$ cat src/hdl/wned_pkg.sv
package wned_pkg;

  localparam int unsigned HalfWindow   = 1024;
  localparam int unsigned LineLen      = 2 * HalfWindow;
  localparam int unsigned AddrBits     = $clog2(LineLen);
  localparam int unsigned SampleBits   = 16;
  localparam int unsigned SqBits       = 2 * SampleBits - 1;
  localparam int unsigned EnergyBits   = 42;
  localparam int unsigned RunBits      = 24;
  localparam int unsigned NoiseBits    = 55;
  localparam int unsigned MeanBits     = 31;
  localparam int unsigned RmsBits      = 16;
  localparam int unsigned CfgAddrBits  = 2;

  localparam logic [CfgAddrBits-1:0] RegThreshold  = 2'd0;
  localparam logic [CfgAddrBits-1:0] RegMinNoise   = 2'd1;
  localparam logic [CfgAddrBits-1:0] RegMinSilence = 2'd2;

  localparam logic [EnergyBits-1:0] ThresholdReset  = 42'd1387501568;
  localparam logic [RunBits-1:0]    MinNoiseReset   = 24'd48000;
  localparam logic [RunBits-1:0]    MinSilenceReset = 24'd24000;

  typedef enum logic [2:0] {
    StClear,
    StIdle,
    StRead,
    StUpdate,
    StDiv,
    StSqrt,
    StOut
  } state_e;

  // Event arithmetic unit states
  typedef enum logic [1:0] {EvIdle, EvDiv, EvSqrt, EvDone} ev_state_e;

  // Request to the event arithmetic unit and its answer
  typedef struct packed {
    logic                 start;
    logic [NoiseBits-1:0] energy;
    logic [RunBits-1:0]   count;
  } evt_req_t;

  typedef struct packed {
    logic                busy;
    logic                done;
    logic [MeanBits-1:0] mean;
    logic [RmsBits-1:0]  rms;
  } evt_rsp_t;

  function automatic logic [SqBits-1:0] square_of(input logic signed [SampleBits-1:0] v);
    logic [SampleBits-1:0] m;
    m = v[SampleBits-1] ? SampleBits'(-v) : v;
    return SqBits'({{SampleBits{1'b0}}, m} * {{SampleBits{1'b0}}, m});
  endfunction

endpackage

$ cat src/hdl/wned_evt_unit.sv
module wned_evt_unit (
  input  logic                 clk_i,
  input  logic                 rst_ni,
  input  wned_pkg::evt_req_t   req_i,
  output wned_pkg::evt_rsp_t   rsp_o
);

  localparam int unsigned DivSteps = wned_pkg::NoiseBits;
  localparam int unsigned DivCntW  = $clog2(DivSteps + 1);
  localparam int unsigned SvBits   = 2 * wned_pkg::RmsBits;
  localparam int unsigned SqSteps  = wned_pkg::RmsBits;
  localparam int unsigned RemW     = wned_pkg::RunBits + 1;

  wned_pkg::ev_state_e         st_q, st_d;
  logic [DivCntW-1:0]          cnt_q, cnt_d;
  logic [wned_pkg::NoiseBits-1:0] quo_q, quo_d;
  logic [RemW-1:0]             rem_q, rem_d;
  logic [wned_pkg::RunBits-1:0] den_q, den_d;
  logic [wned_pkg::MeanBits-1:0] mean_q, mean_d;
  logic [SvBits-1:0]           sv_q, sv_d;
  logic [SvBits+1:0]           srem_q, srem_d;
  logic [wned_pkg::RmsBits-1:0] root_q, root_d;
  logic [RemW-1:0]             rem_sh;
  logic [SvBits+1:0]           srem_sh, trial;

  always_ff @(posedge clk_i or negedge rst_ni) begin
    if (!rst_ni) begin
      st_q <= wned_pkg::EvIdle;
    end else begin
      st_q <= st_d;
    end
  end

  always_ff @(posedge clk_i) begin
    cnt_q  <= cnt_d;
    quo_q  <= quo_d;
    rem_q  <= rem_d;
    den_q  <= den_d;
    mean_q <= mean_d;
    sv_q   <= sv_d;
    srem_q <= srem_d;
    root_q <= root_d;
  end

  // Restoring divide one quotient bit a cycle, then digit-by-digit root
  always_comb begin
    st_d   = st_q;
    cnt_d  = cnt_q;
    quo_d  = quo_q;
    rem_d  = rem_q;
    den_d  = den_q;
    mean_d = mean_q;
    sv_d   = sv_q;
    srem_d = srem_q;
    root_d = root_q;
    rem_sh  = {rem_q[RemW-2:0], quo_q[wned_pkg::NoiseBits-1]};
    srem_sh = {srem_q[SvBits-1:0], sv_q[SvBits-1 -: 2]};
    trial   = {{(SvBits - wned_pkg::RmsBits){1'b0}}, root_q, 2'b01};
    case (st_q)
      wned_pkg::EvIdle: begin
        if (req_i.start) begin
          quo_d = req_i.energy;
          den_d = req_i.count;
          rem_d = '0;
          cnt_d = DivCntW'(DivSteps);
          st_d  = wned_pkg::EvDiv;
        end
      end
      wned_pkg::EvDiv: begin
        if (rem_sh >= {1'b0, den_q}) begin
          rem_d = rem_sh - {1'b0, den_q};
          quo_d = {quo_q[wned_pkg::NoiseBits-2:0], 1'b1};
        end else begin
          rem_d = rem_sh;
          quo_d = {quo_q[wned_pkg::NoiseBits-2:0], 1'b0};
        end
        cnt_d = cnt_q - 1'b1;
        if (cnt_q == DivCntW'(1)) begin
          // the quotient stays below 2^32 even with a saturated run count
          mean_d = quo_d[wned_pkg::MeanBits-1:0];
          sv_d   = quo_d[SvBits-1:0];
          srem_d = '0;
          root_d = '0;
          cnt_d  = DivCntW'(SqSteps);
          st_d   = wned_pkg::EvSqrt;
        end
      end
      wned_pkg::EvSqrt: begin
        sv_d = {sv_q[SvBits-3:0], 2'b00};
        if (srem_sh >= trial) begin
          srem_d = srem_sh - trial;
          root_d = {root_q[wned_pkg::RmsBits-2:0], 1'b1};
        end else begin
          srem_d = srem_sh;
          root_d = {root_q[wned_pkg::RmsBits-2:0], 1'b0};
        end
        cnt_d = cnt_q - 1'b1;
        if (cnt_q == DivCntW'(1)) begin
          st_d = wned_pkg::EvDone;
        end
      end
      wned_pkg::EvDone: begin
        st_d = wned_pkg::EvIdle;
      end
      default: st_d = wned_pkg::EvIdle;
    endcase
  end

  assign rsp_o.busy = (st_q != wned_pkg::EvIdle);
  assign rsp_o.done = (st_q == wned_pkg::EvDone);
  assign rsp_o.mean = mean_q;
  assign rsp_o.rms  = root_q;

`ifndef SYNTHESIS
  a_start_idle: assert property (@(posedge clk_i) disable iff (!rst_ni)
    req_i.start |-> st_q == wned_pkg::EvIdle) else $error("event unit started while busy");
  a_done_pulse: assert property (@(posedge clk_i) disable iff (!rst_ni)
    rsp_o.done |=> !rsp_o.done) else $error("done held");
  a_start_busy: assert property (@(posedge clk_i) disable iff (!rst_ni)
    req_i.start |=> rsp_o.busy) else $error("start not taken");
`endif

endmodule
$ cat config.mk
export PLATFORM = sky130hd
export DESIGN_NAME = wned_evt_unit
export DESIGN_NICKNAME = d
export VERILOG_FILES = /design/src/hdl/wned_pkg.sv /design/src/hdl/wned_evt_unit.sv
export SDC_FILE = /design/constraint.sdc
export NUM_CORES = 1
export LEC_CHECK = 0
export ABC_AREA = 1
export BUFFER_PORTS_ARGS = -buffer_cell sky130_fd_sc_hd__buf_2
export CAP_MARGIN = 20
export CORE_AREA = 8 8 227 229
export DETAILED_ROUTE_END_ITERATION = 7
export DIE_AREA = 0 0 235 237
export GPL_TIMING_DRIVEN = 0
export PLACE_DENSITY = 0.52
export SYNTH_ARGS = -nofsm -noshare
export SYNTH_HDL_FRONTEND = slang
export SYNTH_SLANG_ARGS = --single-unit
$ cat constraint.sdc
create_clock -name clk_i -period 18.9 [get_ports clk_i]
set_input_delay 3.78 -clock clk_i [delete_from_list [all_inputs] [get_ports clk_i]]
set_output_delay 3.78 -clock clk_i [all_outputs]
set_load 0.005 [all_outputs]
==> metrics <==
CP arrival=1.58 ns; Worst Setup Start Kind=flop; crit-path cells=inv_1 -> ha_1 -> inv_1 -> buf_2; commonest non-fill, non-tap cell in the layout=nand2_1; hpwl dp=26030 um; CTS clock-pin slew for the worst setup and hold paths=approximately 0.07 ns; CP required=approximately 15 ns; htree depth=1; Final Routed Wirelength=approximately 34000 um; CTS tree=done; GP Congestion=0.9074; RSZ-0062 raised after global routing=no; worst skew pair latency=0.55 ns; DRC=0; hold crit path type=reg2reg; Post-DRT Antenna Nets=0; post-CTS sizing=0; Placement Setup Slack=13.71 ns; clk_skew=0.01792 ns; first-pass GRT wire length=approximately 55000 um; Crit Path Class=reg2out; M1 GR Usage=15.15%; final hold vios=0; Tmin final=between 5 and 6 ns; FMAX=186.5 MHz; most frequent cells in the layout=573 x nand2_1, 261 x inv_1, 220 x edfxtp_1; syn avg cell area=a little over 8 um2; Root Buffer=clkbuf_16; sw frac=44.55%; final setup margin=13.54 ns; drt first pass iters=5; Worst Max-Slew Pin Slew=slightly below 0.8 ns; Yosys cell types=38; slew margin rel.=48.58%; MaxCap Viol Count=0; Synth Warn #=0; CTS Hold Bufs=0; FP Rows=81; Die Area=0.05570 mm2; clock tree buffer depth=3; Top delay family on crit path=flip-flops; post-synthesis instance total=1563; outcome=completed; Int Pwr=1.653 mW; die width=235 um; Port-buffer cells=130; pins over their slew limit=0; initial DRC count=521; Sum Neg Setup Slack=0 ns; syn_nets=roughly 1.7k; area of the mapped netlist=between 0.01 and 0.015 mm2; Setup Fix Bufs, Post-CTS=0; Area growth syn-to-layout=18.75%; DR WL/cell=14.29 um; Final Setup Violations=0; Final Util=31.52%; Power Dens Cells=196.4 mW/mm2; clock sinks=222; Initial Util=26.55%; GR Util met3=2.058%; Worst Setup End Kind=primary output; critical-path maximum fanout=4; Die H=237 um; Clk pwr share=around 16%; register bit count reported by yosys=roughly 220; met2 usage=20.68%; Worst path max stage delay=0.42 ns; I/O pin total=131; part of the Yosys area used for sequential elements=52.09%; grt ovf=0; CP max-delay cell=dfrtp_1; leakage power figure=just over 7 nW; overall routing resource usage=11.90%; switching power=1.328 mW; busiest grt layer=met2; CTS Buf Count=26; Final Net Count=1860; initial antenna violation count=3; Comb pwr share=50.6%; Buf/Inv on CP=3; Core Region=0.04814 mm2; share of cells above drive strength 1=between 10% and 20%; Vias=10.08k; Worst IR Drop VDD=0.08351 mV; Most common cell on crit path=inv_1; largest net degree at the start of global routing=34; sequential share of power=33.5%; Via-to-Cell Ratio=4.254; number of global-route vias before repair=slightly above 10k; Final Cycle Share=approximately 28%
[synth_stat cells, drive strengths merged]
master | number | area [um2]
o21bai | 6 | 45.04
ha | 49 | 613.1
nor4 | 1 | 6.260
xnor2 | 23 | 201.4
a21o | 1 | 7.510
nor3 | 9 | 50.05
nand3b | 9 | 67.56
a22oi | 1 | 7.510
edfxtp | 220 | 6606
buf | 11 | 100.1
and2 | 3 | 20.02
a21oi | 30 | 161.4
nand3 | 45 | 242.7
and3 | 1 | 6.260
clkinv | 2 | 7.510
o21ai | 81 | 405.4
or2 | 3 | 18.77
fa | 1 | 20.02
nor2 | 174 | 713.2
nand4 | 19 | 118.9
inv | 265 | 994.7
clkbuf | 25 | 93.84
dfrtp | 2 | 50.05
nand2 | 576 | 2170
xor2 | 6 | 52.55
[registers in the layout, indices dropped and copies added (netlist names)]
signal  cells
srem_q     32
cnt_q       6
root_q     16
mean_q     31
rem_q      24
den_q      24
quo_q      55
sv_q       32
st_q        2
[per-layer routing]
| metal | vias to the layer above | routed length (um) |
|---|---|---|
| met2 | 150 | 16110 |
| met5 | - | 27 |
| met1 | 4626 | 15710 |
| met4 | 4 | 759 |
| met3 | 44 | 1260 |
| li1 | 5258 | - |
[worst paths after layout]
path                       slack, ns                       to  cells after the start           startpoint
min in group asynchronous       3.03      st_q[0]$_DFFE_PN0P_                      1               rst_ni
min reg2reg                     0.44      mean_q[9]$_DFFE_PP_                      0   quo_q[8]$_DFFE_PP_
max                            13.54                rsp_o[48]                      4  st_q[0]$_DFFE_PN0P_
min                             0.44      mean_q[9]$_DFFE_PP_                      0   quo_q[8]$_DFFE_PP_
max reg2reg                    15.61  root_q[7]$_SDFFCE_PN0P_                      8  st_q[0]$_DFFE_PN0P_
max in group asynchronous      15.77      st_q[1]$_DFFE_PN0P_                      1               rst_ni
[cell type report]
type	count	area, um2
Clock inverter	18	128.9
Fill cell	5123	32960
Timing Repair Buffer	137	798.3
Inverter	267	1002
Tap cell	622	778.2
Buffer	36	193.9
Antenna cell	1	2.502
Multi-Input combinational cell	1038	4954
Clock buffer	29	661.9
Sequential cell	222	6656
[cells by family (layout without fill, tap and decap cells)]
logic type,Yosys count,count (layout),share of synthesized area (%)
other,0,1,0
AOI/OAI and AO/OA,119,119,4.905
buffers and inverters,303,487,9.360
and+or+nand+nor,840,840,26.71
xor gates and xnor gates,29,29,1.987
DFF,222,222,52.09
adders and majority gates,50,50,4.954
[stage by stage]
step	cell area (um2)	power [mW]	hold WS (ns)	cells
after floorplan	12780	2.080	0.4264	1563
after global placement	14210	2.534	0.4317	2315
after detailed placement	14360	2.529	0.4363	2321
after CTS	15150	3.023	0.4445	2368
after global routing	15170	3.271	0.4552	2369
final	15180	2.980	0.4372	2370
[power groups by stage]
stage          Combinational [mW]  Clock, mW  Sequential (mW)
2_1_floorplan                1.07          0             1.01
3_3_place_gp                 1.47          0             1.07
3_5_place_dp                 1.52          0             1.01
4_1_cts                      1.53      0.492             1.00
5_1_grt                      1.74      0.509             1.03
6_report                     1.51      0.474            0.999
Note: power is estimated with default switching activity, not from simulation.
